**src/hdl/trg_pkg.sv**
```systemverilog
`timescale 1ns / 1ps
// ----------------------------------------------------------------------------
// Triangle route generator package
// Shared constants, register codes and the types passed between the units.
// ----------------------------------------------------------------------------
package trg_pkg;

	localparam int FRAC_BITS  = 16;
	localparam int CFG_IDX_W  = 3;
	localparam int TICK_W     = 16;
	localparam int DIV_NW     = 66;
	localparam int DIV_DW     = 34;
	localparam int CNT_W      = 7;
	localparam int MUL_STEPS  = 33;
	localparam int FIFO_DEPTH = 2;
	localparam int FIFO_AW    = $clog2(FIFO_DEPTH);

	typedef enum logic [CFG_IDX_W-1:0] {
		REG_V1X, REG_V2X, REG_V3X, REG_BASE_Y, REG_APEX_Y, REG_TICK
	} cfg_reg_e;

	typedef struct packed {
		logic signed [31:0] v1x;
		logic signed [31:0] v2x;
		logic signed [31:0] v3x;
		logic signed [31:0] base_y;
		logic signed [31:0] apex_y;
		logic [TICK_W-1:0]  tick;
	} cfg_t;

	typedef struct packed {
		logic [31:0] speed;
		logic        recompute;
	} job_t;

	typedef enum logic [3:0] {
		ST_IDLE, ST_SETUP, ST_DIV, ST_MUL, ST_STORE, ST_TICK, ST_MULT_L, ST_ADD_L, ST_OUT
	} back_state_e;

	typedef enum logic [3:0] {
		OP_T1, OP_MA, OP_DA, OP_MB, OP_DB, OP_K0, OP_K1, OP_K3, OP_K2, OP_K4, OP_DONE
	} op_e;

endpackage

```
**src/hdl/trg_fifo.sv**
```systemverilog
`timescale 1ns / 1ps
// ----------------------------------------------------------------------------
// Triangle route generator job queue
// Short queue that decouples the front end from the back end.
// ----------------------------------------------------------------------------
module trg_fifo (
	input  logic          clk,
	input  logic          arst_n,
	input  logic          push,
	input  trg_pkg::job_t din,
	output logic          full,
	input  logic          pop,
	output logic          not_empty,
	output trg_pkg::job_t dout
);
	import trg_pkg::*;

	job_t               mem_q [FIFO_DEPTH];
	logic [FIFO_AW-1:0] wr_q;
	logic [FIFO_AW-1:0] rd_q;
	logic [FIFO_AW:0]   cnt_q;

	assign full      = cnt_q == (FIFO_AW+1)'(FIFO_DEPTH);
	assign not_empty = cnt_q != '0;
	assign dout      = mem_q[rd_q];

	always_ff @(posedge clk) begin
		if (push) begin
			mem_q[wr_q] <= din;
		end
	end

	always_ff @(posedge clk or negedge arst_n) begin
		if (!arst_n) begin
			wr_q  <= '0;
			rd_q  <= '0;
			cnt_q <= '0;
		end else begin
			if (push) begin
				wr_q <= (wr_q == FIFO_AW'(FIFO_DEPTH-1)) ? '0 : wr_q + 1'b1;
			end
			if (pop) begin
				rd_q <= (rd_q == FIFO_AW'(FIFO_DEPTH-1)) ? '0 : rd_q + 1'b1;
			end
			if (push && !pop) begin
				cnt_q <= cnt_q + 1'b1;
			end else if (pop && !push) begin
				cnt_q <= cnt_q - 1'b1;
			end
		end
	end
endmodule

```
**config.mk**
```make
export PLATFORM = sky130hd
export DESIGN_NAME = trg_fifo
export DESIGN_NICKNAME = d
export VERILOG_FILES = /design/src/hdl/trg_pkg.sv /design/src/hdl/trg_fifo.sv
export SDC_FILE = /design/constraint.sdc
export NUM_CORES = 1
export LEC_CHECK = 0
export ABC_AREA = 0
export BUFFER_PORTS_ARGS = -buffer_cell sky130_fd_sc_hd__buf_4
export CAP_MARGIN = 15
export CELL_PAD_IN_SITES_DETAIL_PLACEMENT = 0
export CELL_PAD_IN_SITES_GLOBAL_PLACEMENT = 1
export CORE_ASPECT_RATIO = 1.1
export CORE_MARGIN = 4
export CORE_UTILIZATION = 35
export CTS_CLUSTER_SIZE = 30
export DETAILED_ROUTE_END_ITERATION = 8
export PLACE_DENSITY_LB_ADDON = 0.1
export SLEW_MARGIN = 25
export SYNTH_ARGS = -nofsm -noshare
export SYNTH_HDL_FRONTEND = slang
export SYNTH_SLANG_ARGS = --single-unit
export TNS_END_PERCENT = 100
```
**constraint.sdc**
```tcl
create_clock -name clk -period 5.7 [get_ports clk]
set_clock_uncertainty 0.05 [all_clocks]
set_input_delay 1.14 -clock clk [delete_from_list [all_inputs] [get_ports clk]]
set_output_delay 1.14 -clock clk [all_outputs]
set_load 0.01 [all_outputs]
```
# [Word-level counts from Yosys, hierarchy flattened]
# Memory sizes are Yosys's and may differ from the RTL's.
# Index checks and enable logic that the tools add are counted.
# W data, S select, Z words.
[totals] inputBits=37 ramBits=66 register_bits=4 memories=1 rom_bits=0 latchBits=0 elab_cells=21
[mem_list] memory="mem_q" depth=2 word_bits=33 rd=1 rd_ports_with_merged_regs=0 wr=1 line="trg_fifo.sv:18" text="job_t mem_q [FIFO_DEPTH];"
[classes] div_mod_pow=0 multipliers=0 shift=0 addsub=4 mux=6 n_bitwise=0 n_eq_ne=1 magnitude_cmp=0 reduce_logical=6
[op_table] operator="$mux W1" n=4
[op_table] operator="$mux W2" n=2
[op_table] operator="$reduce_bool A2 Y1" n=2
[op_table] operator="$add A1 B1 Y1 const B" n=2
[op_table] operator="$add A2 B1 Y2 const B" n=1
[op_table] operator="$eq A2 B2 Y1 const B" n=1
[op_table] operator="$logic_and A1 B1 Y1" n=2
[op_table] operator="$logic_not A1 Y1" n=2
[op_table] operator="$sub A2 B1 Y2 const B" n=1

# [Logic depth before layout (Yosys ltp)]
# Gate-level depths: netlist of the first run.
[logic_depth] word_depth=4 ltp_mapped=5 depth_no_buf=5

# [Worst setup path before layout of the first run]
# OpenSTA, ideal clock, no wires.
[synth_path] path_kind="in2reg" startpoint="in push" endpoint="mem mem_q[0][0] in the netlist's numbering (enable)" setup_ps=427 required_ps=5223 arrival_time_ps=2630 path_stages=1 path_slack_ps=2593 path_cell_list="nor2b_1"
[synth_via] elab_chain_cells=2
[synth_lines] element="start: declaration" line="trg_fifo.sv:9" text="input logic push,"
[synth_lines] element="$mux W1" line="trg_fifo.sv:28" text="if (push) begin"
[synth_lines] element="$mux W1 (implied by the code)" line="trg_fifo.sv:29" text="mem_q[wr_q] <= din;"
[synth_lines] element="end: declaration" line="trg_fifo.sv:18"
# No other way between the ends.

==> results of run 1 <==
[per-layer routing]
layer	GRT usage (%)	up-vias	part of all wire, %
li1	-	619	-
met1	10.2	630	36
met2	18.5	41	54
met3	4.56	8	7.8
met4	4.80	0	1.4
met5	0	-	0
[cells by family (layout without fill, tap and decap cells)]
logic type                 after synthesis  count (layout)  synth area share (%)
xor gates and xnor gates                 5               5                  1.61
adders and majority gates                1               1                 0.459
buffers and inverters                    5              89                  2.76
DFF                                     70              70                  76.5
muxes                                   33              33                  17.6
and+or+nand+nor                          5               5                  1.06
[cell usage in the layout, fill, tap and decap left out, drive strengths merged, types with 2 or more instances in the layout]
master / n
mux2: 33
buf: 72
nor2b: 2
clkbuf: 11
clkinv: 3
xor2: 4
edfxtp: 66
dfrtp: 4
[critical path, cell delays in order (launching register included)]
cell and delay [ns]:
dfrtp_4 0.82, mux2_2 0.41, buf_4 0.14
[worst max-delay path by stage]
stage          from           to  slack (ns)  depth (start not counted)
2_1_floorplan  push  mem_q[0][0]        2.59                          1
3_3_place_gp   rd_q     dout[12]        2.89                          2
3_5_place_dp   rd_q     dout[18]        2.85                          2
4_1_cts        rd_q     dout[18]        2.48                          2
5_1_grt        rd_q     dout[18]        2.71                          2
6_report       rd_q     dout[18]        2.81                          2
[state kept, by name (all words and copies together) (netlist names)]
name	cells
wr_q	1
mem_q	66
cnt_q	2
rd_q	1
[final cells by class]
| type | instances | area share, % |
|---|---|---|
| Multi-Input combinational cell | 44 | 16.2 |
| Tap cell | 105 | 3.71 |
| Inverter | 1 | 0.106 |
| Clock inverter | 5 | 1.41 |
| Timing Repair Buffer | 72 | 15.8 |
| Clock buffer | 11 | 3.71 |
| Sequential cell | 70 | 59.0 |
[report_power, final]
group          internal [mW]  switching [mW]  leakage (nW)
Clock                  0.199           0.167        0.0884
Sequential             0.687          0.0968         0.665
Combinational          0.327           0.193         0.658
Total                   1.21           0.457          1.41
[per-stage QoR]
step / area [um2] / power (mW) / setup slack, ns / hold slack (ns)
final: 3540 / 1.67 / 2.81 / 0.447
after CTS: 3510 / 1.69 / 2.48 / 0.449
after global routing: 3540 / 1.76 / 2.71 / 0.466
after floorplan: 2720 / 1.13 / 2.59 / 0.397
after detailed placement: 3330 / 1.33 / 2.85 / 0.428
after global placement: 3330 / 1.31 / 2.89 / 0.412
==> results by group, run 1 <==
Status
  – Status: finished clean

Clock network
  – Post_cts resized: 0
  – Worst-path clk slew: 0.07 ns
  – Hold buffer count at cts: 0
  – Clock Tree Root: clkbuf_8
  – Inserted Clock Buffers: 9
  – CTS tree: built
  – CTS sink count: 70
  – H-tree depth: 3
  – Post-CTS setup buffer count: 0
  – Clock Latency Late Sink: 0.32 ns
  – Clock buffer depth: 2

Yosys
  – Top_reg_cell synth: edfxtp_1
  – EDFF count, synth: 66
  – Netlist Area Pre-Place: 2720 um2
  – Cells after Synth: between 100 and 150
  – Top post-synthesis cells by area: edfxtp_1 73%, mux2_4 16%, dfrtp_1 3.7%
  – YS warnings: 0
  – Netlist cell types: 14
  – Synth top area share: 72.8%
  – Post-synthesis sequential area ratio: 76.5%
  – Synth area leader: edfxtp_1
  – Most frequent cell after synthesis: edfxtp_1
  – Net Count, Synth: roughly 160
  – Seq cells post-synth: 70
  – Syn_area_per_cell: 22.9 um2
  – Async S/R FF share, synth: 5.71%
  – Top cells by count, synth: 66 x edfxtp_1, 29 x mux2_4, 4 x dfrtp_1, 4 x mux2_2, 4 x xor2_1

Timing
  – Relative slew margins: 45.3%
  – Fin crit share: 50.7%
  – RSZ-0062 raised after global routing: false
  – Final setup violation count: 0
  – Crit path time final: 2.89 ns
  – Final Max Slew Viols: 0
  – Setup_tns: 0 ns
  – Fmax: approximately 350 MHz
  – Hold Violations, Final: 0
  – Slew @ Worst Pin: 0.821 ns

Cells and area
  – Seq. cell area: 2090 um2
  – Layout cell share with drive strength beyond 1: 59.6%
  – Fin cells: around 310
  – Ant. Diodes: 0
  – Number of fill cells: 676
  – Final Core Density: 47.1%
  – Area growth syn-to-layout: 29.9%
  – Layout Nets: ~240
  – Multi-input gate area: between 500 and 600 um2

Setup path
  – Worst Path Required: ~4.5 ns
  – CP arrival: 1.70 ns
  – Worst Setup Start Kind: register
  – Critical path type: reg2out
  – Register-to-Register Path Depth: 1
  – R2r endpoint: mem_q[1][24]
  – Worst R2R Start: wr_q
  – Crit end category: output pin
  – Reg2reg setup slack: approximately 4 ns
  – Critical path fanouts, max: 34

Floorplan
  – Die Wd: 92.1 um
  – Core Rows: 33
  – Die area: 9260 um2
  – Core Box Area: 7510 um2
  – Initial core utilization: between 30% and 40%
  – Num ports: between 70 and 80
  – Die Span Y: 101 um

Place
  – Placed Instances: 291
  – DP HPWL: between 3 and 4 mm
  – Port bufs: 71
  – RePlAce Congestion: 0.649

Detailed routing
  – Total number of vias: 1,298
  – First drt pass iteration count: 3
  – DRT antenna net count: 0
  – 1st-iter DRT viols: 45
  – Drt total wl: 4.54 mm
  – Via density: 4.21
  – Wire per inst: approximately 15 um
  – Drt drc: 0

Global routing
  – Initial antenna violation count: 0
  – Vias in the first global route: 1,436
  – First-pass GRT wire length: 7.01 mm
  – Global Route Usage Sum: 10.3%
  – Largest net degree at the start of global routing: 35
  – Gr ovfl total: 0

Hold path
  – Hold Path Class: reg2reg
  – HP Start: cnt_q[1]
  – Hold Path End: cnt_q[1]
  – Worst hold stages: 1

Power and ir drop
  – Peak VDD IR: slightly above 300 uV
  – Pleak: 1.41 nW
  – Power per Cell Area: approximately 470 nW/um2

Job
  – Number of max-cap violations: 0
Note: power is estimated with default switching activity, not from simulation.
==> run 2, diff against run 1 <==
--- a/config.mk
+++ b/config.mk
@@ -5,7 +5,7 @@
 export SDC_FILE = /design/constraint.sdc
 export NUM_CORES = 1
 export LEC_CHECK = 0
-export ABC_AREA = 0
+export ABC_AREA = 1
 export BUFFER_PORTS_ARGS = -buffer_cell sky130_fd_sc_hd__buf_4
 export CAP_MARGIN = 15
 export CELL_PAD_IN_SITES_DETAIL_PLACEMENT = 0
==> constraint.sdc (replaced) <==
create_clock -name clk -period 2.9 [get_ports clk]
set_clock_uncertainty 0.05 [all_clocks]
set_input_delay 0.58 -clock clk [delete_from_list [all_inputs] [get_ports clk]]
set_output_delay 0.58 -clock clk [all_outputs]
set_load 0.01 [all_outputs]
==> results by group, run 2 <==
Status
  – Status: finished clean

Clock network
  – Clock Tree Root: clkbuf_8
  – Post-CTS setup buffer count: 0
  – Inserted Clock Buffers: 9
  – CTS tree: built
  – H-tree depth: 3
  – Clock Latency Late Sink: 0.32 ns
  – Worst-path clk slew: 0.07 ns
  – CTS sink count: 70
  – Clock buffer depth: 2

Yosys
  – YS warnings: 0
  – Netlist Area Pre-Place: 2740 um2
  – Most frequent cell after synthesis: edfxtp_1
  – Top cells by count, synth: 66 x edfxtp_1, 29 x mux2_4, 7 x inv_1
  – Synth area leader: edfxtp_1
  – Cells after Synth: 128
  – Top post-synthesis cells by area: edfxtp_1 72%, mux2_4 16%, dfrtp_1 3.7%
  – EDFF count, synth: between 60 and 70
  – Net Count, Synth: 166
  – Netlist cell types: 14
  – Post-synthesis sequential area ratio: roughly 76%
  – Synth top area share: 72.3%
  – Top_reg_cell synth: edfxtp_1
  – Seq cells post-synth: 70
  – Async S/R FF share, synth: between 5 and 6%
  – Syn_area_per_cell: 21.4 um2

Floorplan
  – Core Rows: 33
  – Core Box Area: 7560 um2
  – Die Span Y: 101 um
  – Die area: 9310 um2
  – Die Wd: roughly 92 um
  – Num ports: 72
  – Initial core utilization: 36.3%

Cells and area
  – Layout Nets: between 200 and 250
  – Finished Cell Area: 3570 um2
  – Fin cells: 320
  – Ant. Diodes: 0
  – Area growth syn-to-layout: 30.4%
  – Biggest register: mem_q
  – Commonest non-fill, non-tap cells in the layout: 74 x buf_4, 66 x edfxtp_1, 29 x mux2_4
  – Layout cell share with drive strength beyond 1: 57.7%
  – Most common cell after layout, fill and taps aside: buf_4
  – Biggest regs: mem_q x66, cnt_q x2
  – Max reg flops: 66

Setup path
  – CP bufs+invs: 2
  – Critical path type: reg2out
  – Worst Path Required: 2.27 ns
  – Register-to-Register Path Depth: 2
  – R2r endpoint: mem_q[0][13]
  – Delay-heaviest family, CP: flip-flops
  – Max incr delay on CP: 0.66 ns
  – Worst R2R Start: wr_q
  – Worst Setup SP: rd_q
  – Critical path fanouts, max: 21
  – Crit end category: output pin
  – Reg2reg setup slack: 1.27 ns
  – CP arrival: about 1.8 ns
  – Max stage delay cell, worst path: dfrtp_2
  – Critical path endpoint: dout[13]
  – Stages on the worst setup path: 3
  – Worst Setup Start Kind: register
  – Critical Path, Cell by Cell: buf_12 > mux2_2 > buf_4

Global routing
  – First-pass GRT wire length: 7.35 mm
  – Vias in the first global route: between 1.5k and 2k
  – Initial antenna violation count: 0
  – Global Route Usage Sum: 10.8%
  – Largest net degree at the start of global routing: 22
  – Gr ovfl total: 0

Power and ir drop
  – Clock power frac: 21.3%
  – Net load switching power: just over 0.9 mW
  – Power per Cell Area: 921 nW/um2
  – Sequential share of power: 44.4%
  – Internal power: approximately 2.4 mW
  – Net Sw Frac: 27.5%
  – Total power: between 3 and 4 mW
  – Peak VDD IR: 356 uV
  – Pleak: 1.46 nW
  – Gate power share: approximately a third

Timing
  – Worst hold margin: 0.387 ns
  – Relative slew margins: 62.4%
  – Final Max Slew Viols: 0
  – Fin crit share: 82.6%
  – RSZ-0062 raised after global routing: false
  – Crit path time final: 2.39 ns
  – Setup_tns: 0 ns
  – Fmax: 418 MHz
  – Final setup violation count: 0
  – Slew @ Worst Pin: 0.563 ns
  – Hold Violations, Final: 0

Place
  – DP HPWL: 3.41 mm
  – Placed Instances: 304
  – Post-DP Area: 3380 um2
  – Port bufs: 71
  – RePlAce Congestion: 0.607

Job
  – Number of max-cap violations: 0

Detailed routing
  – 1st-iter DRT viols: 19
  – Total number of vias: 1,380
  – DRT antenna net count: 0
  – Via density: between 4 and 5
  – First drt pass iteration count: 4
  – Drt drc: 0
  – Drt total wl: 4.74 mm
  – Wire per inst: 14.8 um

Hold path
  – HP Start: din[10]
  – Hold Path Class: in2reg
[run 2: cell types whose count changed after synthesis]
| cell | before | now |
|---|---|---|
| and2_1 | 1 | 0 |
| nand4_1 | 0 | 1 |
| xor2_1 | 4 | 2 |
| nor2_1 | 1 | 2 |
| inv_1 | 1 | 7 |
| or2_2 | 1 | 0 |
| nand2_1 | 0 | 6 |
| nand3_1 | 0 | 1 |
| nor2b_1 | 2 | 0 |
[run 2: cell type report]
| type | count | area (um2) |
|---|---|---|
| Multi-Input combinational cell | 47 | 568 |
| Clock buffer | 9 | 124 |
| Inverter | 7 | 26.3 |
| Timing Repair Buffer | 76 | 586 |
| Sequential cell | 70 | 2080 |
| Clock inverter | 6 | 53.8 |
| Tap cell | 105 | 131 |
| Fill cell | 665 | 3980 |
[run 2: cell families after synthesis]
| group | after synthesis | synth area share [%] |
|---|---|---|
| xor+xnor | 3 | 0.959 |
| fa+ha+maj | 1 | 0.457 |
| buf+inv | 11 | 3.56 |
| flops | 70 | 76.0 |
| mux | 33 | 17.5 |
| simple gates | 10 | 1.51 |
[run 2: how the worst min path moves through the flow]
stage,to,slack [ns],cells after the start
2_1_floorplan,cnt_q[0],0.23,0
3_3_place_gp,cnt_q[1],0.33,1
3_5_place_dp,cnt_q[0],0.33,1
4_1_cts,mem_q[0][10],0.37,1
5_1_grt,mem_q[0][21],0.36,1
6_report,mem_q[0][10],0.39,1
[run 2: layer usage]
layer | wire (um) | vias to the layer above | global-route usage (%)
met4 | 102 | 0 | 6.51
li1 | - | 650 | -
met1 | 1800 | 676 | 11.8
met3 | 264 | 9 | 2.91
met2 | 2580 | 45 | 18.8
met5 | 0 | - | 0
[run 2: repair_timing]
item | CTS | global route
endpoints found under the hold margin | 4 | 0
resized for setup | 0 | 0
hold buffers | 1 | 0
[run 2: metrics by stage]
| stage | worst slack [ns] | utilization (%) |
|---|---|---|
| after floorplan | 0.415 | - |
| after global placement | 0.873 | 44.8 |
| after detailed placement | 0.836 | 44.8 |
| after CTS | 0.468 | 47.3 |
| after global routing | 0.406 | 47.3 |
| final | 0.506 | 47.3 |
[run 2: power by group through the flow]
stage | Combinational (mW) | Clock (mW) | Sequential (mW)
global placement | 1.14 | 0 | 1.47
CTS | 1.16 | 0.730 | 1.47
finish | 1.13 | 0.701 | 1.46
detailed placement | 1.15 | 0 | 1.49
global route | 1.21 | 0.781 | 1.49
floorplan | 0.798 | 0 | 1.42
[run 2: worst register-to-register path: stages, from the launching register on]
cell     delay [ns]
dfrtp_1        0.42
nor2_4         0.48
buf_4          0.36
