### config.mk
export PLATFORM = sky130hd
export DESIGN_NAME = trg_front_flat
export DESIGN_NICKNAME = d
export VERILOG_FILES = /design/src/hdl/trg_pkg.sv /design/src/hdl/trg_if.sv /design/src/hdl/trg_front.sv /design/src/flat_wrapper.sv
export SDC_FILE = /design/constraint.sdc
export NUM_CORES = 1
export LEC_CHECK = 0
export BUFFER_PORTS_ARGS = -buffer_cell sky130_fd_sc_hd__buf_2
export CAP_MARGIN = 20
export CORE_ASPECT_RATIO = 1.75
export CORE_UTILIZATION = 50
export DETAILED_ROUTE_END_ITERATION = 10
export GPL_ROUTABILITY_DRIVEN = 1
export PLACE_DENSITY = 0.85
export SYNTH_ARGS = -nofsm -noshare
export SYNTH_HDL_FRONTEND = slang
export SYNTH_SLANG_ARGS = --single-unit
### constraint.sdc
create_clock -name clk -period 3.58 [get_ports clk]
set_input_delay 0.716 -clock clk [delete_from_list [all_inputs] [get_ports clk]]
set_output_delay 0.716 -clock clk [all_outputs]
set_load 0.005 [all_outputs]
### src/hdl/trg_pkg.sv
`timescale 1ns / 1ps
// ----------------------------------------------------------------------------
// Triangle route generator package
// Shared constants, register codes and the types passed between the units.
// ----------------------------------------------------------------------------
package trg_pkg;

	localparam int FRAC_BITS  = 16;
	localparam int CFG_IDX_W  = 3;
	localparam int TICK_W     = 16;
	localparam int DIV_NW     = 66;
	localparam int DIV_DW     = 34;
	localparam int CNT_W      = 7;
	localparam int MUL_STEPS  = 33;
	localparam int FIFO_DEPTH = 2;
	localparam int FIFO_AW    = $clog2(FIFO_DEPTH);

	typedef enum logic [CFG_IDX_W-1:0] {
		REG_V1X, REG_V2X, REG_V3X, REG_BASE_Y, REG_APEX_Y, REG_TICK
	} cfg_reg_e;

	typedef struct packed {
		logic signed [31:0] v1x;
		logic signed [31:0] v2x;
		logic signed [31:0] v3x;
		logic signed [31:0] base_y;
		logic signed [31:0] apex_y;
		logic [TICK_W-1:0]  tick;
	} cfg_t;

	typedef struct packed {
		logic [31:0] speed;
		logic        recompute;
	} job_t;

	typedef enum logic [3:0] {
		ST_IDLE, ST_SETUP, ST_DIV, ST_MUL, ST_STORE, ST_TICK, ST_MULT_L, ST_ADD_L, ST_OUT
	} back_state_e;

	typedef enum logic [3:0] {
		OP_T1, OP_MA, OP_DA, OP_MB, OP_DB, OP_K0, OP_K1, OP_K3, OP_K2, OP_K4, OP_DONE
	} op_e;

endpackage

### src/hdl/trg_if.sv
`timescale 1ns / 1ps
// ----------------------------------------------------------------------------
// Triangle route generator channels
// Valid/ready channels for the speed items and the point results.
// ----------------------------------------------------------------------------
interface trg_speed_if;
	logic        valid;
	logic        ready;
	logic [31:0] speed;
	modport source (output valid, output speed, input ready);
	modport sink (input valid, input speed, output ready);
endinterface


### src/hdl/trg_front.sv
`timescale 1ns / 1ps
// ----------------------------------------------------------------------------
// Triangle route generator front end
// Accepts speed items and marks those that need the segment table rebuilt.
// ----------------------------------------------------------------------------
module trg_front (
	input  logic          clk,
	input  logic          arst_n,
	input  logic          cfg_touch,
	trg_speed_if.sink     speed_ch,
	input  logic          full,
	output logic          push,
	output trg_pkg::job_t job
);
	import trg_pkg::*;

	logic        stale_q;
	logic [31:0] last_q;

	assign speed_ch.ready = !full;
	assign push           = speed_ch.valid && speed_ch.ready;
	assign job.speed      = speed_ch.speed;
	assign job.recompute  = stale_q || (speed_ch.speed != last_q);

	always_ff @(posedge clk or negedge arst_n) begin
		if (!arst_n) begin
			stale_q <= 1'b1;
			last_q  <= '0;
		end else if (cfg_touch) begin
			stale_q <= 1'b1;
		end else if (push) begin
			stale_q <= 1'b0;
			last_q  <= speed_ch.speed;
		end
	end
endmodule

### src/flat_wrapper.sv
// flat-port wrapper written by rule: the top's interface ports become plain ports
module trg_front_flat import trg_pkg::*;
  (clk, arst_n, cfg_touch, full, push, job, speed_ch_valid, speed_ch_speed, speed_ch_ready);
  trg_speed_if speed_ch_i ();
  input  logic clk;
  input  logic arst_n;
  input  logic cfg_touch;
  input  logic full;
  output logic push;
  output trg_pkg::job_t job;
  input wire logic [$bits(speed_ch_i.valid)-1:0] speed_ch_valid;
  input wire logic [$bits(speed_ch_i.speed)-1:0] speed_ch_speed;
  output wire logic [$bits(speed_ch_i.ready)-1:0] speed_ch_ready;
  assign speed_ch_i.valid = speed_ch_valid;
  assign speed_ch_i.speed = speed_ch_speed;
  assign speed_ch_ready = speed_ch_i.ready;
  trg_front u_core (.clk(clk), .arst_n(arst_n), .cfg_touch(cfg_touch), .speed_ch(speed_ch_i), .full(full), .push(push), .job(job));
endmodule
Word-level counts from Yosys, hierarchy flattened
Index checks and enable logic that the tools add are counted.
{"block": "word_totals", "ff_bits": 33, "latch_bits": 0, "ram_bits": 0, "rom_bits": 0, "input_bits": 37, "out_inout_bits": 35, "word_cells": 11, "n_memories": 0}
{"block": "op_classes", "addsub": 0, "multipliers": 0, "n_div": 0, "magnitude_cmp": 0, "eq_ne": 1, "shifts": 0, "muxes": 2, "bitwise": 1, "reduce_logical": 5}
{"operator": "32-bit != test", "n": 1}
{"operator": "1-bit 2-to-1 mux", "n": 2}
{"operator": "2-bit AND reduction", "n": 1}
{"operator": "2-bit nonzero test", "n": 1}
{"operator": "1-bit logical AND", "n": 1}
{"operator": "1-bit logical NOT", "n": 1}
{"operator": "1-bit logical OR", "n": 1}
{"operator": "1-bit inverter", "n": 1}

Longest topological paths before layout
Gate-level depths: netlist of the first run.
{"block": "depth", "word_depth": 4, "ltp_mapped": 5}

Worst setup path before layout of the first run
No wires, ideal clock.
{"block": "synth_timing", "path_type": "in2out", "from": "in speed_ch_speed[4]", "to": "out job[0] (netlist bit)", "arrival_time_ps": 1293, "setup_slack_ps": 1571, "stages": 4, "cell_sequence": "xnor2_1 nand4_1 nor4_1 nand3_1"}
{"item": "from (decl)", "line_no": "flat_wrapper.sv:12", "text": "input wire logic [$bits(speed_ch_i.speed)-1:0] speed_ch_speed;"}
{"item": "to (decl)", "line_no": "flat_wrapper.sv:10", "text": "output trg_pkg::job_t job;"}

==> results of run 1 <==
## flip-flops by register name, summed over array words and instances, names as in the netlist
name	flops
u_core.last_q	32
u_core.stale_q	1
## Yosys cell counts (all sizes together)
master / number / area share, %
nor2: 1 / 1.0
xor2: 1 / 0.44
dfrtp: 32 / 40
nand4: 7 / 2.2
dfstp: 1 / 1.3
nor3: 2 / 0.50
mux2: 32 / 24
nand3: 2 / 0.50
inv: 2 / 0.38
nor4: 1 / 0.31
buf: 35 / 15
a21o: 1 / 0.44
xnor2: 31 / 14
nand2: 1 / 0.56
## cells by family (layout without fill, tap and decap cells)
logic type | count (synthesis) | count (layout) | share of synthesized area (%)
and+or+nand+nor | 14 | 14 | 5.07
DFF | 33 | 33 | 41.4
xor gates and xnor gates | 32 | 32 | 14.0
muxes | 32 | 32 | 23.7
buffers and inverters | 37 | 81 | 15.4
AOI/OAI and AO/OA | 1 | 1 | 0.438
## power by group through the flow
stage               logic, mW  clock network [mW]  registers, mW
finish                  0.269               0.264          0.494
global route            0.293               0.292          0.501
CTS                     0.273               0.275          0.493
detailed placement      0.270                   0          0.498
global placement        0.264                   0          0.495
floorplan               0.222                   0          0.489
## path summary, 6_finish.rpt
kind | slack (ns) | end | startpoint
setup / recovery | 1.01 | job[0] | speed_ch_speed[24]
hold / removal | 0.49 | u_core.last_q[3] | arst_n
setup reg to reg | 2.79 | u_core.last_q[14] | u_core.last_q[14]
hold reg to reg | 0.53 | u_core.last_q[31] | u_core.last_q[31]
max in group asynchronous | 2.62 | u_core.last_q[25] | arst_n
min in group clk | 0.53 | u_core.last_q[31] | u_core.last_q[31]
## through the flow
step	util, %	power [mW]
after global routing	56.8	1.09
after CTS	56.8	1.04
after global placement	54.7	0.759
after detailed placement	54.7	0.768
after floorplan	-	0.711
final	56.8	1.03
## metal layers
metal	track usage, %	share of wire [%]	vias up
li1	-	-	556
met1	19.8	43	575
met2	28.3	52	31
met3	4.96	4.1	4
met4	6.23	1.1	0
met5	0	0	-
## cell type report
type                       count  area [µm²]  share of cell area [%]
clock buffer                   6        72.6                    3.30
clock inverter                 2        10.0                   0.456
inverter                       2        7.51                   0.342
tap                           48        60.1                    2.74
multi-input combinational     79         863                    39.3
sequential                    33         827                    37.7
timing repair buffer          71         355                    16.2
==> impl_metrics.py, run 1 <==
metrics = {
    "setup_path": {
        "cp_num_buf_inv": 2,
        "cp_slowest_cell": "nor4_1",
        "critical-path-top-delay-family": "simple AND/OR/NAND/NOR gates",
        "cp_max_fo": 3,
        "crit_arrival_ns": 1.85,
        "critical-path-max-stage-delay_ns": 0.43,
        "cp-end-kind": "primary output",
        "rr_worst_depth": 1,
        "crit_required_ns": 2.86,
        "cp-start-kind": "input pin",
        "crit_type": "input pin to primary output",
        "cp_num_cells": 6,
        "worstPathCellList": "buf_2 -> xnor2_1 -> nand4_1 -> nor4_1 -> nand3_1 -> buf_2",
        "critical_path.most_common_cell": "buf_2",
    },
    "timing": {
        "finalHoldViolations": 0,
        "drv_slew": 0,
        "fin_worst_skew_ns": 0,
        "rsz0062_at_grt": "no",
        "setup_viol": 0,
        "tightest_slew_ns": 0.759,
        "whs_ns": 0.489,
        "slew_headroom_pct": 49.4,
        "tns_ns": 0,
        "clock.fmax_mhz": 389,
        "post-route-period-util_pct": 71.8,
        "fin_ws_ns": 1.01,
        "fin_crit_ns": 2.57,
    },
    "detailed_routing": {
        "drc_errors": 0,
        "vias_per_cell": 4.84,
        "drtAntennaViolNets": 0,
        "drt-total-wl_mm": 3.33,
        "drt_iter0_markers": 16,
        "drt_first_pass_iters": 5,
        "route.vias.total": 1166,
        "wl_per_cell_um": 13.8,
    },
    "pwr": {
        "power_density_nw_per_um2": 468,
        "vdd_drop_max_mv": 0.311,
        "p_switching_uw": 273,
        "p_comb_share_pct": 26.2,
        "p_int_uw": 754,
        "leakage_nw": 1.04,
        "power_switching_share_pct": 26.6,
        "power.share.sequential_pct": 48.1,
        "power_frac_clock_pct": 25.7,
    },
    "synthesis": {
        "yosysWarnings": 0,
        "syn_area_per_cell_um2": 13.4,
        "yosysUniqueCellTypes": 17,
        "ys_seq_elements": 33,
        "synthCells": 149,
        "syn_area_um2": 2000,
        "synthesis.nets": 186,
        "synth_seq_area_share_pct": 41.4,
    },
    "floorplanning": {
        "ios": 72,
        "die_y_um": 85.6,
        "core_um2": 3870,
        "die_width_um": 49.8,
        "start_util_pct": 51.7,
        "dieArea_um2": 4260,
        "row_count": 30,
    },
    "cts": {
        "cts_tree": "yes",
        "hold_buffers": 0,
        "clk_pin_slew_worst_paths_ns": 0.07,
        "cts_resized": 0,
        "cts.sinks": 33,
        "cts-htree-levels": 2,
        "clock_latency_ns": 0.28,
        "cts_buffers": 5,
        "cts-root-buf": "clkbuf_8",
        "cts_buffer_depth": 2,
        "cts_setup_buffers": 0,
    },
    "final_layout": {
        "nets": 229,
        "drive_above_1_share_pct": 59.6,
        "antenna-diode-count": 0,
        "final_common_cell": "buf_2",
        "nFillCells": 330,
        "syn_to_final_growth_pct": 9.89,
        "fin_cells": 241,
        "layout_common_cells": "buf_2 (71), dfrtp_1 (32), xnor2_1 (31)",
        "final_cell_area_um2": 2200,
    },
    "outcome": {
        "outcome": "finished, final reports clean",
    },
    "grt": {
        "grt.overflow.total": 0,
        "antenna_found_initial": 0,
        "grt_pass1_vias": 1134,
        "grt_usage_pct": 16.8,
        "grt_pass1_wl_mm": 5.26,
        "grt_max_degree": 34,
    },
    "placed_design": {
        "dp_slack_ns": 0.986,
        "dp_hpwl_mm": 2.38,
        "io_buffers": 71,
        "routabilityCongestion": 0.719,
        "place_inst": 233,
        "place_area_um2": 2110,
    },
    "flow_run": {
        "maxCapViolCount": 0,
    },
    "hold_path": {
        "hp-class": "input pin to async pin",
    },
}
(Power assumes the default switching activity.)
==> run 2, diff against run 1 <==
--- a/config.mk
+++ b/config.mk
@@ -5,6 +5,7 @@
 export SDC_FILE = /design/constraint.sdc
 export NUM_CORES = 1
 export LEC_CHECK = 0
+export ABC_AREA = 1
 export BUFFER_PORTS_ARGS = -buffer_cell sky130_fd_sc_hd__buf_2
 export CAP_MARGIN = 20
 export CORE_ASPECT_RATIO = 1.75
==> constraint.sdc (replaced) <==
create_clock -name clk -period 2.5 [get_ports clk]
set_input_delay 0.5 -clock clk [delete_from_list [all_inputs] [get_ports clk]]
set_output_delay 0.5 -clock clk [all_outputs]
set_load 0.005 [all_outputs]
==> run 2 against run 1 <==
  * Clock-buffer cell count up 2
  * Clock power is 53% higher
  * Utilization increased by 1.6 points
  * Final area rose by 3.8%
  * Flip-flop and latch count is the same
  * Synthesized cell count grew 82%
  * First-iteration DRC count increased to 2.6 times the previous value
  * Sequential share of layout area shrank 1.4 points
  * Critical path type is now flop to primary output
  * Largest cell class is now flip-flops and latches
  * Highest routed layer unchanged
==> impl_metrics.py, run 2 <==
metrics = {
    "grt": {
        "grt_max_degree": 35,
        "grt_pass1_vias": 1533,
        "grt_pass1_wl_mm": 6.03,
        "antenna_found_initial": 0,
        "grt_usage_pct": 18.3,
        "grt.overflow.total": 0,
    },
    "detailed_routing": {
        "drt-total-wl_mm": 3.59,
        "route.vias.total": 1662,
        "vias_per_cell": 4.59,
        "drc_errors": 0,
        "drtAntennaViolNets": 0,
        "drt_first_pass_iters": 4,
        "drt_iter0_markers": 41,
        "wl_per_cell_um": 9.91,
    },
    "timing": {
        "fin_ws_ns": 0.572,
        "fin_crit_ns": 1.93,
        "tightest_slew_ns": 0.720,
        "whs_ns": 0.272,
        "setup_viol": 0,
        "slew_headroom_pct": 52.0,
        "fin_worst_skew_ns": 0,
        "clock.fmax_mhz": 519,
        "rsz0062_at_grt": "no",
        "tns_ns": 0,
        "drv_slew": 0,
        "post-route-period-util_pct": 77.1,
        "finalHoldViolations": 0,
    },
    "synthesis": {
        "synthCells": 271,
        "yosysTopAreaCell": "dfrtp_1",
        "synthesis.nets": 308,
        "yosysUniqueCellTypes": 20,
        "synth_seq_area_share_pct": 40.6,
        "synth_top_cell_area_share_pct": 39.3,
        "ys_top_cells_by_area": "dfrtp_1 (39%), nand2_1 (15%), buf_4 (12%), inv_1 (8.7%), o21ai_0 (7.6%)",
        "yosysWarnings": 0,
        "synth.most_common_cell": "nand2_1",
        "syn_area_per_cell_um2": 7.52,
        "ys_seq_elements": 33,
        "synth_edf_count": 0,
        "ys_top_cells_by_count": "nand2_1 (79), inv_1 (47), buf_4 (32), dfrtp_1 (32), o21ai_0 (31)",
        "synth-main-ff-cell": "dfrtp_1",
        "syn_area_um2": 2040,
        "synthArstFlopShare_pct": 100,
    },
    "final_layout": {
        "fin_cells": 362,
        "layout_common_cells": "nand2_1 (79), buf_2 (71), inv_1 (47)",
        "largest_register": "u_core.last_q",
        "final_core_util_pct": 58.4,
        "largest_register_ffs": 32,
        "syn_to_final_growth_pct": 11.8,
        "top_regs": "u_core.last_q x32, u_core.stale_q x1",
        "nets": 350,
        "drive_above_1_share_pct": 29.3,
        "final_common_cell": "nand2_1",
        "final_cell_area_um2": 2280,
        "antenna-diode-count": 0,
    },
    "floorplanning": {
        "start_util_pct": 52.2,
        "ios": 72,
        "die_y_um": 86.5,
        "core_um2": 3900,
        "dieArea_um2": 4350,
        "die_width_um": 50.3,
        "row_count": 30,
    },
    "setup_path": {
        "critical-path-max-stage-delay_ns": 0.39,
        "r2r_slack_ns": 1.73,
        "crit_required_ns": 2.00,
        "critPathLaunch": "u_core.last_q[20]",
        "crit_type": "flop to primary output",
        "r2r-start": "u_core.last_q[2]",
        "worstPathCellList": "xnor2_1 -> nand2_1 -> nor2_1 -> nand2_1 -> nor2_1 -> nand3_1 -> buf_2",
        "crit_end": "job[0]",
        "cp_max_fo": 2,
        "cp-end-kind": "primary output",
        "cp_slowest_cell": "dfrtp_1",
        "crit_arrival_ns": 1.43,
        "r2r_end": "u_core.last_q[2]",
        "cp-start-kind": "flop",
        "rr_worst_depth": 1,
    },
    "cts": {
        "clock_latency_ns": 0.28,
        "cts_tree": "yes",
        "cts-htree-levels": 2,
        "cts.sinks": 33,
        "cts_buffers": 5,
        "cts_buffer_depth": 2,
        "clk_pin_slew_worst_paths_ns": 0.07,
        "cts-root-buf": "clkbuf_8",
        "cts_resized": 0,
        "cts_setup_buffers": 0,
        "hold_buffers": 0,
    },
    "placed_design": {
        "routabilityCongestion": 0.737,
        "dp_hpwl_mm": 2.79,
        "io_buffers": 71,
        "place_area_um2": 2190,
        "place_inst": 354,
        "dp_slack_ns": 0.623,
    },
    "pwr": {
        "power_density_nw_per_um2": 616,
        "p_total_mw": 1.40,
        "leakage_nw": 1.31,
        "vdd_drop_max_mv": 0.434,
    },
    "flow_run": {
        "maxCapViolCount": 0,
    },
    "hold_path": {
        "hp-class": "input pin to async pin",
    },
    "outcome": {
        "outcome": "finished, final reports clean",
    },
}
## run 2: cell types whose count changed after synthesis, sizes merged, moves of 6 or more
cell	delta
nand2	+79
inv	+45
o21ai	+31
xnor2	-24
mux2	-23
nor2	+15
nand4	-6
## run 2: logic make-up (layout without fill, tap and decap cells)
family	after synthesis	in the layout	synth area share, %
AO/OA/AOI/OAI	33	33	8.10
multiplexers	9	9	5.52
flip-flops	33	33	40.6
AND/OR/NAND/NOR	102	102	19.5
buffers and inverters	85	128	22.4
XOR/XNOR	9	9	3.87
## run 2: where the power goes
group | switching (mW) | total, mW | internal (mW)
logic | 0.159 | 0.315 | 0.156
registers | 0.0607 | 0.685 | 0.624
clock network | 0.181 | 0.405 | 0.224
## run 2: layout make-up
class | count | area, µm²
Clock buffer | 8 | 90.1
Fill cell | 386 | 1630
Inverter | 47 | 176
Multi-Input combinational cell | 153 | 754
Sequential cell | 33 | 827
Tap cell | 48 | 60.1
Timing Repair Buffer | 73 | 370
## run 2: routing by layer
layer / GRT usage (%) / part of all wire, % / up-vias
li1: - / - / 863
met1: 19.3 / 40 / 740
met2: 33.7 / 53 / 52
met3: 3.51 / 5.0 / 7
met4: 8.57 / 2.1 / 0
met5: 0 / 0 / -
## run 2: worst min path at each step
stage / end / cells past startpoint
final: u_core.last_q[13] / 1
after global routing: u_core.last_q[13] / 1
after CTS: u_core.last_q[13] / 1
after detailed placement: u_core.last_q[7] / 2
after global placement: u_core.last_q[19] / 2
after floorplan: u_core.last_q[0] / 0
## run 2: worst max-delay path: cells and delay by family, from the launching register on
| kind | cells | cell delay, ns |
|---|---|---|
| DFF | 1 | 0.39 |
| and+or+nand+nor | 5 | 0.43 |
| buffers and inverters | 1 | 0.13 |
| xor gates and xnor gates | 1 | 0.19 |
==> run 3, diff against run 2 <==
--- a/config.mk
+++ b/config.mk
@@ -5,7 +5,7 @@
 export SDC_FILE = /design/constraint.sdc
 export NUM_CORES = 1
 export LEC_CHECK = 0
-export ABC_AREA = 1
+export ABC_AREA = 0
 export BUFFER_PORTS_ARGS = -buffer_cell sky130_fd_sc_hd__buf_2
 export CAP_MARGIN = 20
 export CORE_ASPECT_RATIO = 1.75
==> constraint.sdc (replaced) <==
create_clock -name clk -period 1.95 [get_ports clk]
set_input_delay 0.39 -clock clk [delete_from_list [all_inputs] [get_ports clk]]
set_output_delay 0.39 -clock clk [all_outputs]
set_load 0.005 [all_outputs]
==> run 3 against run 2 <==
  * The flow now finishes with violations (negative setup slack)
  * Power up 37%
  * Combinational power up 61%
  * Global-route usage down 2.1 points
  * Utilization up 0.24 points
  * Worst hold slack worse by 0.12 ns
  * Sequential share of layout area up 0.20 points
  * Critical path depth down 2
  * Largest cell class is now multi-input combinational cells
  * Highest routed layer unchanged
==> impl_metrics.py, run 3 (same netlist as run 1, synthesis figures left out) <==
metrics = {
    "setup_path": {
        "crit_type": "flop to primary output",
        "worstPathCellList": "xnor2_1 -> nand4_1 -> nor4_2 -> nand3_1 -> buf_2",
        "cp_slowest_cell": "dfrtp_1",
        "cp_max_fo": 2,
        "critical-path-top-delay-family": "simple AND/OR/NAND/NOR gates",
        "crit_required_ns": 1.56,
        "cp-end-kind": "primary output",
        "cp_num_buf_inv": 1,
        "crit_arrival_ns": 1.57,
        "cp-start-kind": "flop",
        "critical-path-max-stage-delay_ns": 0.40,
    },
    "floorplanning": {
        "dieArea_um2": 4260,
        "ios": 72,
        "die_width_um": 49.8,
        "core_um2": 3870,
        "start_util_pct": 51.7,
        "die_y_um": 85.6,
        "row_count": 30,
    },
    "placed_design": {
        "io_buffers": 71,
        "place_inst": 235,
        "place_area_um2": 2150,
        "dp_hpwl_mm": 2.47,
        "routabilityCongestion": 0.727,
    },
    "final_layout": {
        "largest_register": "u_core.last_q",
        "fin_cells": 244,
        "nets": 232,
        "final_cell_area_um2": 2270,
        "final_common_cell": "buf_2",
        "drive_above_1_share_pct": 61.7,
        "syn_to_final_growth_pct": 13.4,
        "antenna-diode-count": 0,
        "largest_register_ffs": 32,
        "layout_common_cells": "buf_2 (71), dfrtp_1 (32), xnor2_1 (30), mux2_4 (30), nand4_1 (7)",
        "top_regs": "u_core.last_q x32, u_core.stale_q x1",
    },
    "pwr": {
        "p_total_mw": 1.93,
        "power_density_nw_per_um2": 850,
        "leakage_nw": 1.06,
        "vdd_drop_max_mv": 0.523,
    },
    "grt": {
        "grt_pass1_wl_mm": 5.01,
        "grt_pass1_vias": 1116,
        "grt.overflow.total": 0,
        "grt_max_degree": 34,
        "grt_usage_pct": 16.2,
        "antenna_found_initial": 0,
    },
    "cts": {
        "cts-htree-levels": 2,
        "cts_buffers": 5,
        "clk_pin_slew_worst_paths_ns": 0.07,
        "clock_latency_ns": 0.29,
        "cts_buffer_depth": 2,
        "hold_buffers": 0,
        "cts-root-buf": "clkbuf_8",
        "cts.sinks": 33,
        "cts_tree": "yes",
    },
    "detailed_routing": {
        "wl_met2_mm": 1.75,
        "drc_errors": 0,
        "drt-total-wl_mm": 3.26,
        "drt_first_pass_iters": 4,
        "drt_iter0_markers": 19,
        "met1Wirelength_mm": 1.28,
        "wl_per_cell_um": 13.4,
        "vias_per_cell": 4.73,
        "route.vias.total": 1153,
        "routed-wl-met3_um": 150,
        "routed.top_layer": "met4",
        "drtAntennaViolNets": 0,
    },
    "timing": {
        "fin_worst_skew_ns": 0,
        "fin_crit_ns": 1.96,
        "drv_slew": 0,
        "finalHoldViolations": 0,
        "slew_headroom_pct": 52.2,
        "rsz0062_at_grt": "yes",
        "post-route-period-util_pct": 101,
        "clock.fmax_mhz": 509,
        "setup_viol": 1,
        "tightest_slew_ns": 0.716,
        "fin_ws_ns": -0.0146,
    },
    "flow_run": {
        "maxCapViolCount": 0,
    },
    "outcome": {
        "outcome": "finished, violations left",
        "violations": "negative setup slack",
    },
    "hold_path": {
        "hp-class": "input pin to async pin",
    },
}
[run 3: stage by stage]
| step | hold slack [ns] | setup slack [ns] | util [%] | setup TNS (ns) |
|---|---|---|---|---|
| 5_1_grt | 0.206 | -0.119 | 58.6 | -0.119 |
| 4_1_cts | 0.170 | -0.0339 | 58.2 | -0.0339 |
| 2_1_floorplan | 0.0944 | 0.589 | - | 0 |
| 3_3_place_gp | 0.494 | 0.0468 | 55.7 | 0 |
| 3_5_place_dp | 0.488 | 0.0949 | 55.7 | 0 |
| 6_report | 0.151 | -0.0146 | 58.6 | -0.0146 |
[run 3: area by class of cell]
class / instances / area, µm²
clock inverters: 3 / 22.5
fillers: 332 / 1600
multi-input cells: 79 / 877
inverters: 2 / 7.51
clock buffers: 5 / 68.8
well taps: 48 / 60.1
flip-flops and latches: 33 / 827
repair buffers: 74 / 403
[run 3: repair_timing]
action / in CTS / in global routing
gates resized for setup: 1 / 1
pin swaps: 8 / 9
endpoints found under the setup margin: 1 / 1
cloned: 0 / 0
buffers inserted: 0 / 1
[run 3: worst paths after layout]
| check | start | endpoint | slack [ns] | cells after the start |
|---|---|---|---|---|
| worst min-delay path | arst_n | u_core.last_q[11] | 0.15 | 1 |
| worst max register to register | u_core.last_q[21] | u_core.last_q[21] | 1.03 | 2 |
| worst min register to register | u_core.last_q[19] | u_core.last_q[19] | 0.53 | 1 |
| min in group clk | speed_ch_speed[12] | u_core.last_q[12] | 0.37 | 2 |
| max in group asynchronous | arst_n | u_core.last_q[16] | 1.34 | 1 |
| worst max-delay path | u_core.last_q[3] | job[0] | -0.01 | 5 |
[run 3: power by group]
| part | switching [mW] | total [mW] | internal, mW |
|---|---|---|---|
| combinational | 0.171 | 0.507 | 0.336 |
| clock | 0.264 | 0.514 | 0.250 |
| sequential | 0.0916 | 0.905 | 0.814 |
[run 3: layer usage]
| metal | GRT usage (%) | vias up |
|---|---|---|
| met4 | 8.57 | 0 |
| met2 | 26.7 | 32 |
| met1 | 18.7 | 552 |
| met3 | 4.61 | 7 |
| li1 | - | 562 |
| met5 | 0 | - |
